===== config.mk =====
export PLATFORM = sky130hd
export DESIGN_NAME = retransmit_timer_table_unit
export DESIGN_NICKNAME = d
export VERILOG_FILES = /design/src/rtl/rtt_pkg.sv /design/src/rtl/rtt_front.sv /design/src/rtl/rtt_cmd_fifo.sv /design/src/rtl/rtt_engine.sv /design/src/rtl/retransmit_timer_table_unit.sv
export SDC_FILE = /design/constraint.sdc
export NUM_CORES = 2
export LEC_CHECK = 0
export ABC_AREA = 0
export BUFFER_PORTS_ARGS = -buffer_cell sky130_fd_sc_hd__buf_2
export CORE_ASPECT_RATIO = 0.9
export CORE_UTILIZATION = 45
export CTS_BUF_LIST = sky130_fd_sc_hd__clkbuf_4
export DETAILED_ROUTE_END_ITERATION = 10
export PLACE_DENSITY = 0.58
export SYNTH_ARGS = -nofsm -noshare
export SYNTH_HDL_FRONTEND = slang
export SYNTH_HIERARCHICAL = 1
export SYNTH_SLANG_ARGS = --single-unit

===== constraint.sdc =====
create_clock -name clk -period 49.3 [get_ports clk]
set_input_delay 9.86 -clock clk [delete_from_list [all_inputs] [get_ports clk]]
set_output_delay 9.86 -clock clk [all_outputs]
set_load 0.01 [all_outputs]

===== src/rtl/rtt_pkg.sv =====
// Shared types and codes for the retransmit timer table.
// Holds the input and result payload structs, the queued command and the table slot layout.
// No dependencies.
`timescale 1ns / 1ps

package rtt_pkg;

	localparam int TABLE_DEPTH_DEF = 16;

	// Command codes as carried on the input
	localparam logic [1:0] CMD_PUSH   = 2'd0;
	localparam logic [1:0] CMD_CANCEL = 2'd1;
	localparam logic [1:0] CMD_TICK   = 2'd2;
	localparam logic [1:0] CMD_NONE   = 2'd3;

	// Result kinds
	localparam logic [2:0] RES_RESEND     = 3'd0;
	localparam logic [2:0] RES_SCAN_DONE  = 3'd1;
	localparam logic [2:0] RES_PUSH_OK    = 3'd2;
	localparam logic [2:0] RES_PUSH_FULL  = 3'd3;
	localparam logic [2:0] RES_CANCELLED  = 3'd4;
	localparam logic [2:0] RES_NOT_CANCEL = 3'd5;

	// Destination address kinds
	localparam logic [1:0] AK_LOCAL   = 2'd0;
	localparam logic [1:0] AK_REAL    = 2'd1;
	localparam logic [1:0] AK_VIRTUAL = 2'd2;

	typedef struct packed {
		logic [1:0]  command;
		logic [15:0] entry_id;
		logic [15:0] packet_handle;
		logic [31:0] dest_ip;
		logic [15:0] dest_port;
		logic [2:0]  dest_flags;
		logic [31:0] timeout_secs;
		logic [7:0]  max_tries;
		logic [31:0] now_secs;
	} in_item_t;

	typedef struct packed {
		logic [2:0]  result_kind;
		logic [15:0] out_id;
		logic [15:0] out_handle;
		logic [31:0] out_ip;
		logic [15:0] out_port;
		logic [1:0]  address_kind;
		logic [7:0]  try_number;
		logic        last_result;
	} out_item_t;

	typedef struct packed {
		logic [15:0] ident;
		logic [15:0] handle;
		logic [31:0] ip;
		logic [15:0] port;
		logic        destroyed;
		logic [2:0]  flags;
		logic [31:0] timeout;
		logic [31:0] last_sent;
		logic [7:0]  limit;
		logic [7:0]  tries;
	} slot_t;

	// A command as it waits in the queue: push commands carry their new slot ready-made.
	typedef struct packed {
		logic [1:0]  op;
		logic [15:0] id;
		slot_t       entry;
		logic [31:0] now;
	} cmd_t;

endpackage


===== src/rtl/rtt_front.sv =====
// Front end of the retransmit timer table: takes input transfers and classifies them.
// Depends on rtt_pkg; feeds the command queue.
`timescale 1ns / 1ps

module rtt_front (
	input  logic              item_valid,
	output logic              item_ready,
	input  rtt_pkg::in_item_t item,
	input  logic              q_full,
	output logic              q_wr,
	output rtt_pkg::cmd_t     q_data
);
	import rtt_pkg::*;

	assign item_ready = !q_full;

	// CMD_NONE commands are taken and dropped here, so the back end never sees them.
	assign q_wr = item_valid && !q_full && (item.command != CMD_NONE);

	always_comb begin
		q_data                 = '0;
		q_data.op              = item.command;
		q_data.id              = item.entry_id;
		q_data.now             = item.now_secs;
		q_data.entry.ident     = item.entry_id;
		q_data.entry.handle    = item.packet_handle;
		q_data.entry.ip        = item.dest_ip;
		q_data.entry.port      = item.dest_port;
		q_data.entry.destroyed = 1'b0;
		q_data.entry.flags     = item.dest_flags;
		q_data.entry.timeout   = item.timeout_secs;
		q_data.entry.last_sent = 32'd0;
		q_data.entry.limit     = item.max_tries;
		q_data.entry.tries     = 8'd0;
	end

endmodule


===== src/rtl/rtt_cmd_fifo.sv =====
// Two-entry command queue between the front end and the table engine.
// Depends on rtt_pkg for the command type.
`timescale 1ns / 1ps

module rtt_cmd_fifo (
	input  logic          clk,
	input  logic          arst_n,
	input  logic          wr,
	input  rtt_pkg::cmd_t wr_data,
	output logic          full,
	input  logic          rd,
	output logic          rd_valid,
	output rtt_pkg::cmd_t rd_data
);
	import rtt_pkg::*;

	cmd_t       buf_q [2];
	logic       wr_ptr_q;
	logic       rd_ptr_q;
	logic [1:0] fill_q;

	assign full     = (fill_q == 2'd2);
	assign rd_valid = (fill_q != 2'd0);
	assign rd_data  = buf_q[rd_ptr_q];

	always_ff @(posedge clk) begin
		if (wr) begin
			buf_q[wr_ptr_q] <= wr_data;
		end
	end

	always_ff @(posedge clk or negedge arst_n) begin
		if (!arst_n) begin
			wr_ptr_q <= 1'b0;
			rd_ptr_q <= 1'b0;
			fill_q   <= 2'd0;
		end else begin
			if (wr) begin
				wr_ptr_q <= !wr_ptr_q;
			end
			if (rd) begin
				rd_ptr_q <= !rd_ptr_q;
			end
			unique case ({wr, rd})
				2'b10: fill_q <= fill_q + 2'd1;
				2'b01: fill_q <= fill_q - 2'd1;
				default: fill_q <= fill_q;
			endcase
		end
	end

endmodule


===== src/rtl/rtt_engine.sv =====
// Back end of the retransmit timer table: holds the slot memory and carries out
// push, cancel and scan commands, one slot per cycle while the result output is not
// held, into a registered result stage. Depends on rtt_pkg.
`timescale 1ns / 1ps

module rtt_engine #(
	parameter int TABLE_DEPTH = rtt_pkg::TABLE_DEPTH_DEF
) (
	input  logic               clk,
	input  logic               arst_n,
	input  logic               cmd_valid,
	input  rtt_pkg::cmd_t      cmd,
	output logic               cmd_pop,
	output logic               result_valid,
	input  logic               result_ready,
	output rtt_pkg::out_item_t result
);
	import rtt_pkg::*;

	localparam int IDX_W = (TABLE_DEPTH > 1) ? $clog2(TABLE_DEPTH) : 1;
	localparam int CNT_W = $clog2(TABLE_DEPTH + 1);
	localparam logic [CNT_W-1:0] DEPTH_C = CNT_W'(TABLE_DEPTH);

	localparam logic [1:0] ST_IDLE   = 2'd0;
	localparam logic [1:0] ST_CANCEL = 2'd1;
	localparam logic [1:0] ST_SCAN   = 2'd2;
	localparam logic [1:0] ST_DONE   = 2'd3;

	slot_t mem [TABLE_DEPTH];
	slot_t rd_q;

	logic [1:0]       state_q, state_d;
	logic [CNT_W-1:0] count_q, count_d;
	logic [CNT_W-1:0] keep_q, keep_d;
	logic [IDX_W-1:0] idx_q, idx_d;
	logic             res_valid_q;
	out_item_t        res_q;

	logic             out_ok;
	logic             last_idx;
	logic             mem_we, mem_re;
	logic [IDX_W-1:0] mem_waddr, mem_raddr;
	slot_t            mem_wdata;
	logic             emit;
	out_item_t        emit_data;

	logic        removed;
	logic        due;
	logic [31:0] elapsed;
	logic [7:0]  tries_next;
	slot_t       upd;
	logic [1:0]  akind;

	assign out_ok       = !res_valid_q || result_ready;
	assign last_idx     = ((CNT_W'(idx_q) + CNT_W'(1)) == count_q);
	assign result_valid = res_valid_q;
	assign result       = res_q;

	// Evaluation of the slot whose registered read data is on hand
	always_comb begin
		removed    = rd_q.destroyed || ((rd_q.limit != 8'd0) && (rd_q.tries >= rd_q.limit));
		elapsed    = cmd.now - rd_q.last_sent;
		due        = (elapsed > rd_q.timeout);
		tries_next = (rd_q.tries != 8'hFF) ? (rd_q.tries + 8'd1) : rd_q.tries;
		upd        = rd_q;
		if (due) begin
			upd.tries     = tries_next;
			upd.last_sent = cmd.now;
		end
		priority if (rd_q.flags[0]) begin
			akind = AK_LOCAL;
		end else if (rd_q.flags[1]) begin
			akind = AK_REAL;
		end else begin
			akind = AK_VIRTUAL;
		end
	end

	always_comb begin
		state_d   = state_q;
		count_d   = count_q;
		keep_d    = keep_q;
		idx_d     = idx_q;
		mem_we    = 1'b0;
		mem_waddr = '0;
		mem_wdata = rd_q;
		mem_re    = 1'b0;
		mem_raddr = '0;
		cmd_pop   = 1'b0;
		emit      = 1'b0;
		emit_data = '0;

		unique case (state_q)
			ST_IDLE: begin
				if (cmd_valid && out_ok) begin
					emit_data.out_id = cmd.id;
					unique case (cmd.op)
						CMD_PUSH: begin
							cmd_pop               = 1'b1;
							emit                  = 1'b1;
							emit_data.last_result = 1'b1;
							if (count_q == DEPTH_C) begin
								emit_data.result_kind = RES_PUSH_FULL;
							end else begin
								mem_we                = 1'b1;
								mem_waddr             = count_q[IDX_W-1:0];
								mem_wdata             = cmd.entry;
								count_d               = count_q + CNT_W'(1);
								emit_data.result_kind = RES_PUSH_OK;
							end
						end
						CMD_CANCEL: begin
							if (count_q == '0) begin
								cmd_pop               = 1'b1;
								emit                  = 1'b1;
								emit_data.result_kind = RES_NOT_CANCEL;
								emit_data.last_result = 1'b1;
							end else begin
								mem_re  = 1'b1;
								idx_d   = '0;
								state_d = ST_CANCEL;
							end
						end
						CMD_TICK: begin
							if (count_q == '0) begin
								cmd_pop               = 1'b1;
								emit                  = 1'b1;
								emit_data             = '0;
								emit_data.result_kind = RES_SCAN_DONE;
								emit_data.last_result = 1'b1;
							end else begin
								mem_re  = 1'b1;
								idx_d   = '0;
								keep_d  = '0;
								state_d = ST_SCAN;
							end
						end
						default: begin
							cmd_pop = 1'b1;
						end
					endcase
				end
			end
			ST_CANCEL: begin
				if (out_ok) begin
					emit_data.out_id      = cmd.id;
					emit_data.last_result = 1'b1;
					priority if (rd_q.ident == cmd.id) begin
						cmd_pop = 1'b1;
						emit    = 1'b1;
						state_d = ST_IDLE;
						if (!rd_q.destroyed) begin
							mem_we                = 1'b1;
							mem_waddr             = idx_q;
							mem_wdata.destroyed   = 1'b1;
							emit_data.result_kind = RES_CANCELLED;
						end else begin
							emit_data.result_kind = RES_NOT_CANCEL;
						end
					end else if (last_idx) begin
						cmd_pop               = 1'b1;
						emit                  = 1'b1;
						emit_data.result_kind = RES_NOT_CANCEL;
						state_d               = ST_IDLE;
					end else begin
						mem_re    = 1'b1;
						mem_raddr = idx_q + IDX_W'(1);
						idx_d     = idx_q + IDX_W'(1);
					end
				end
			end
			ST_SCAN: begin
				if (out_ok) begin
					// Surviving slots are packed down towards the front as the scan goes.
					if (!removed) begin
						mem_we    = 1'b1;
						mem_waddr = keep_q[IDX_W-1:0];
						mem_wdata = upd;
						keep_d    = keep_q + CNT_W'(1);
						if (due && (rd_q.flags != 3'd0)) begin
							emit                   = 1'b1;
							emit_data.result_kind  = RES_RESEND;
							emit_data.out_id       = rd_q.ident;
							emit_data.out_handle   = rd_q.handle;
							emit_data.out_ip       = rd_q.ip;
							emit_data.out_port     = rd_q.port;
							emit_data.address_kind = akind;
							emit_data.try_number   = tries_next;
						end
					end
					if (last_idx) begin
						state_d = ST_DONE;
					end else begin
						mem_re    = 1'b1;
						mem_raddr = idx_q + IDX_W'(1);
						idx_d     = idx_q + IDX_W'(1);
					end
				end
			end
			ST_DONE: begin
				if (out_ok) begin
					cmd_pop               = 1'b1;
					emit                  = 1'b1;
					emit_data.result_kind = RES_SCAN_DONE;
					emit_data.last_result = 1'b1;
					count_d               = keep_q;
					state_d               = ST_IDLE;
				end
			end
			default: begin
				state_d = ST_IDLE;
			end
		endcase
	end

	always_ff @(posedge clk) begin
		if (mem_we) begin
			mem[mem_waddr] <= mem_wdata;
		end
	end

	always_ff @(posedge clk) begin
		if (mem_re) begin
			rd_q <= mem[mem_raddr];
		end
	end

	always_ff @(posedge clk) begin
		if (emit) begin
			res_q <= emit_data;
		end
	end

	always_ff @(posedge clk or negedge arst_n) begin
		if (!arst_n) begin
			state_q     <= ST_IDLE;
			count_q     <= '0;
			keep_q      <= '0;
			idx_q       <= '0;
			res_valid_q <= 1'b0;
		end else begin
			state_q <= state_d;
			count_q <= count_d;
			keep_q  <= keep_d;
			idx_q   <= idx_d;
			if (out_ok) begin
				res_valid_q <= emit;
			end
		end
	end

endmodule


===== src/rtl/retransmit_timer_table_unit.sv =====
// Retransmit timer table, top level. A push passes through the command queue and then the
// registered result stage; pushes run at one per cycle while the result output is not held.
// Cancel and tick commands step through the stored slots one at a time via the single read
// port of the slot memory. The two-entry command queue keeps taking input while the engine
// works, until it is full. Reset clears the fill count, the queue and the result stage; slot
// contents stay undefined and need no clearing pass, as only slots below the fill count are read.
`timescale 1ns / 1ps

module retransmit_timer_table_unit #(
	parameter int TABLE_DEPTH = rtt_pkg::TABLE_DEPTH_DEF
) (
	input  logic               clk,
	input  logic               arst_n,
	input  logic               item_valid,
	output logic               item_ready,
	input  rtt_pkg::in_item_t  item,
	output logic               result_valid,
	input  logic               result_ready,
	output rtt_pkg::out_item_t result
);
	import rtt_pkg::*;

	logic q_full;
	logic q_wr;
	cmd_t q_wr_data;
	logic q_rd;
	logic q_valid;
	cmd_t q_rd_data;

	rtt_front u_front (
		.item_valid (item_valid),
		.item_ready (item_ready),
		.item       (item),
		.q_full     (q_full),
		.q_wr       (q_wr),
		.q_data     (q_wr_data)
	);

	rtt_cmd_fifo u_fifo (
		.clk      (clk),
		.arst_n   (arst_n),
		.wr       (q_wr),
		.wr_data  (q_wr_data),
		.full     (q_full),
		.rd       (q_rd),
		.rd_valid (q_valid),
		.rd_data  (q_rd_data)
	);

	rtt_engine #(
		.TABLE_DEPTH (TABLE_DEPTH)
	) u_engine (
		.clk          (clk),
		.arst_n       (arst_n),
		.cmd_valid    (q_valid),
		.cmd          (q_rd_data),
		.cmd_pop      (q_rd),
		.result_valid (result_valid),
		.result_ready (result_ready),
		.result       (result)
	);

endmodule

==> impl_metrics.py <==
metrics = {
    "status": {
        "outcome": "finished, final reports clean",
    },
    "worst_setup_path": {
        "path_class": "in -> reg",
        "critical_path.slowest_cell": "buf_4",
        "path_cells": "buf_2, nand2b_1, and3_1, nand2_4, o31ai_1, inv_2, a21oi_2, nand3b_1, nor2_4, buf_4, buf_4, buf_4",
        "max_stage_delay_ps": 890,
        "critPathArrivalTime_ps": 15460,
        "critPathRequiredTime_ps": 50430,
        "endpoint_kind": "flop",
        "cp-start-kind": "primary input",
        "critPathMaxFanout": 45,
        "cp_common_cell": "buf_4",
    },
    "place": {
        "io_buffers": 256,
        "post-place-ws_ps": 33450,
        "gp_routability_congestion": 0.8499,
        "hpwl_mm": 196.2,
    },
    "layout": {
        "drive_gt1_share_pct": 19.22,
        "area_growth_pct": 10.62,
        "nets": 9933,
        "final_util_pct": 50.15,
    },
    "grt": {
        "grt_max_degree": 181,
        "grt_overflow": 0,
        "grt_pass1_vias": 82350,
        "grt_antenna_before_repair": 15,
        "grt_pass1_wl_mm": 550.7,
        "grt_usage_pct": 24.87,
    },
    "clock_tree": {
        "insertion_delay_ps": 1590,
        "clock-sinks": 3331,
        "cts-htree-levels": 6,
        "cts_buffers": 819,
        "clockBufferDepth": 4,
        "clk_pin_slew_worst_paths_ps": 60,
        "post_cts_resized": 0,
        "postCtsHoldBufs": 0,
        "cts-root-buf": "clkbuf_4",
        "cts_tree": "done",
        "postCtsSetupBuffers": 0,
    },
    "routing": {
        "ant_nets": 0,
        "vias": 83110,
        "wl_met1_mm": 161.8,
        "avgViaCountPerCell": 5.845,
        "dr.pass1.iters": 8,
        "first_iter_violations": 8643,
        "top_layer_used": "met5",
        "remaining_drc_errors": 0,
        "route.met3.wl_mm": 31.89,
        "avgRoutedWirePerCell_um": 26.72,
        "drt_wl_total_mm": 379.9,
        "wl_met2_mm": 174.8,
    },
    "synthesis": {
        "synth_area_leaders": "edfxtp_1 (74%), nand2_1 (5.2%), a21oi_1 (3.0%)",
        "synth_compound_area_share_pct": 10.81,
        "synth_top_family_by_area": "compound AO/OA/AOI/OAI gates",
        "synthFlopType": "edfxtp_1",
        "synth_adder_area_share_pct": 0.8285,
        "synth-xor-area-share_pct": 0.4451,
        "synth.area.mux_share_pct": 3.158,
        "synth.distinct_cells": 87,
        "yosysMostFrequentCell": "edfxtp_1",
        "synthArstFlopShare_pct": 0.6304,
        "syn_area_um2": 133800,
        "synth-edff-count": 3310,
        "yosys.area.top_type": "edfxtp_1",
        "synthSimpleGateAreaFrac_pct": 6.664,
        "syn_inst": 9187,
        "ys_seq_area_share_pct": 74.68,
        "synth_seq_cells": 3331,
        "syn_area_per_cell_um2": 14.56,
        "yosysWarnings": 6,
        "synth.top_cell.area_share_pct": 74.29,
        "synth_common_cells": "edfxtp_1 (3,310), nand2_1 (1,865), a21oi_1 (806), clkbuf_1 (322), o22ai_1 (276)",
    },
    "floorplan": {
        "dieArea_um2": 299500,
        "die-width_um": 576.8,
        "rows": 189,
        "coreArea_um2": 295100,
        "io_pins": 257,
        "start_util_pct": 45.34,
        "die_y_um": 519.3,
    },
    "min_path": {
        "hold_path_class": "reg -> reg",
    },
    "sta": {
        "whs_ps": 515.5,
        "final-hold-violation-count": 0,
        "drv_slew": 0,
        "worst_pin_slew_ps": 1346,
        "fmax_mhz": 69.75,
        "setup_violations": 0,
        "post-route-worst-setup-slack_ps": 34960,
        "period_share_pct": 29.08,
        "clock-skew-final_ps": 106.5,
        "setup_tns_ps": 0,
        "maxSlewHeadroom_pct": 10.24,
        "grt_setup_unrepaired": "no",
        "period_needed_ps": 14340,
    },
    "power": {
        "finalPower_mw": 10.17,
        "power_density_nw_per_um2": 68.74,
        "p_leak_nw": 52.24,
        "vdd_drop_max_mv": 0.08783,
    },
    "run": {
        "maxCapViolations": 0,
    },
}
==> cell usage in the layout, fill, tap and decap left out, types with 43 or more instances in the layout <==
master,n
a211o_1,270
a211oi_1,130
a21o_1,64
a21oi_1,805
a22o_1,93
a31oi_1,269
a32oi_1,54
and2_1,67
buf_2,256
buf_4,161
clkbuf_4,1191
clkinv_1,164
edfxtp_1,3310
ha_1,87
inv_1,89
mux2_2,73
mux2_4,150
mux2i_1,115
nand2_1,1861
nand3_1,79
nand4_1,43
nor2_1,46
o21ai_0,104
o21ai_1,118
o22ai_1,276
==> flip-flops by register name (all words and copies together) (netlist names) <==
signal and cells:
u_engine/keep_q 5, u_fifo/wr_ptr_q 1, u_engine/count_q 5, u_fifo/fill_q 2, u_engine/result_valid 1, u_fifo/rd_ptr_q 1, u_engine/idx_q 4, u_engine/state_q 2
u_fifo/buf_q 428, u_engine/mem 2624, u_engine/result 94, u_engine/rd_q 164
==> final timing paths <==
path	start	to	slack (ps)	cells after the start
hold reg to reg	u_fifo/fill_q[1]	u_fifo/fill_q[1]	520	1
setup / recovery	result_ready	u_engine/mem[10][113]	34960	12
hold / removal	u_fifo/fill_q[1]	u_fifo/fill_q[1]	520	1
max in group asynchronous	arst_n	u_fifo/rd_ptr_q	40610	1
setup reg to reg	u_fifo/rd_ptr_q	u_engine/result[54]	40010	23
min in group asynchronous	arst_n	u_fifo/fill_q[0]	8260	1
==> layer usage <==
| layer | vias up | global-route usage (%) |
|---|---|---|
| met5 | - | 0 |
| met4 | 4 | 8.768 |
| met3 | 640 | 4.100 |
| met2 | 4061 | 38.83 |
| met1 | 42190 | 35.31 |
| li1 | 36220 | - |
==> worst max-delay path, delay by kind of cell <==
| family | cells | cell delay (ps) |
|---|---|---|
| AOI/OAI and AO/OA | 2 | 520 |
| buffers and inverters | 5 | 2460 |
| and+or+nand+nor | 5 | 2530 |
==> area by class of cell <==
cell class,instances,area (um^2)
inverters,91,341.6
diodes,17,42.54
clock buffers,1191,8941
clock inverters,232,1339
repair buffers,430,2750
fillers,25320,147100
well taps,3915,4898
flip-flops and latches,3331,99930
multi-input cells,5011,29760
==> cell families after synthesis <==
group / Yosys count
buffers and inverters: 885
AO/OA/AOI/OAI: 2274
multiplexers: 338
other: 1
AND/OR/NAND/NOR: 2202
flip-flops: 3331
XOR/XNOR: 68
adder cells (fa/ha/maj): 88
==> metrics by stage <==
stage	area (um^2)	instances
3_5_place_dp	137700	12780
3_3_place_gp	137700	12780
6_report	148000	14220
4_1_cts	148000	14200
2_1_floorplan	133900	9227
5_1_grt	148000	14200
==> report_power, final <==
part / switching (mW) / total, mW / internal, mW / leakage, nW
Clock: 1.10 / 2.27 / 1.17 / 6.09
Combinational: 2.64 / 3.71 / 1.06 / 15.9
Sequential: 0.166 / 4.20 / 4.03 / 30.3
Note: power is estimated with default switching activity, not from simulation.
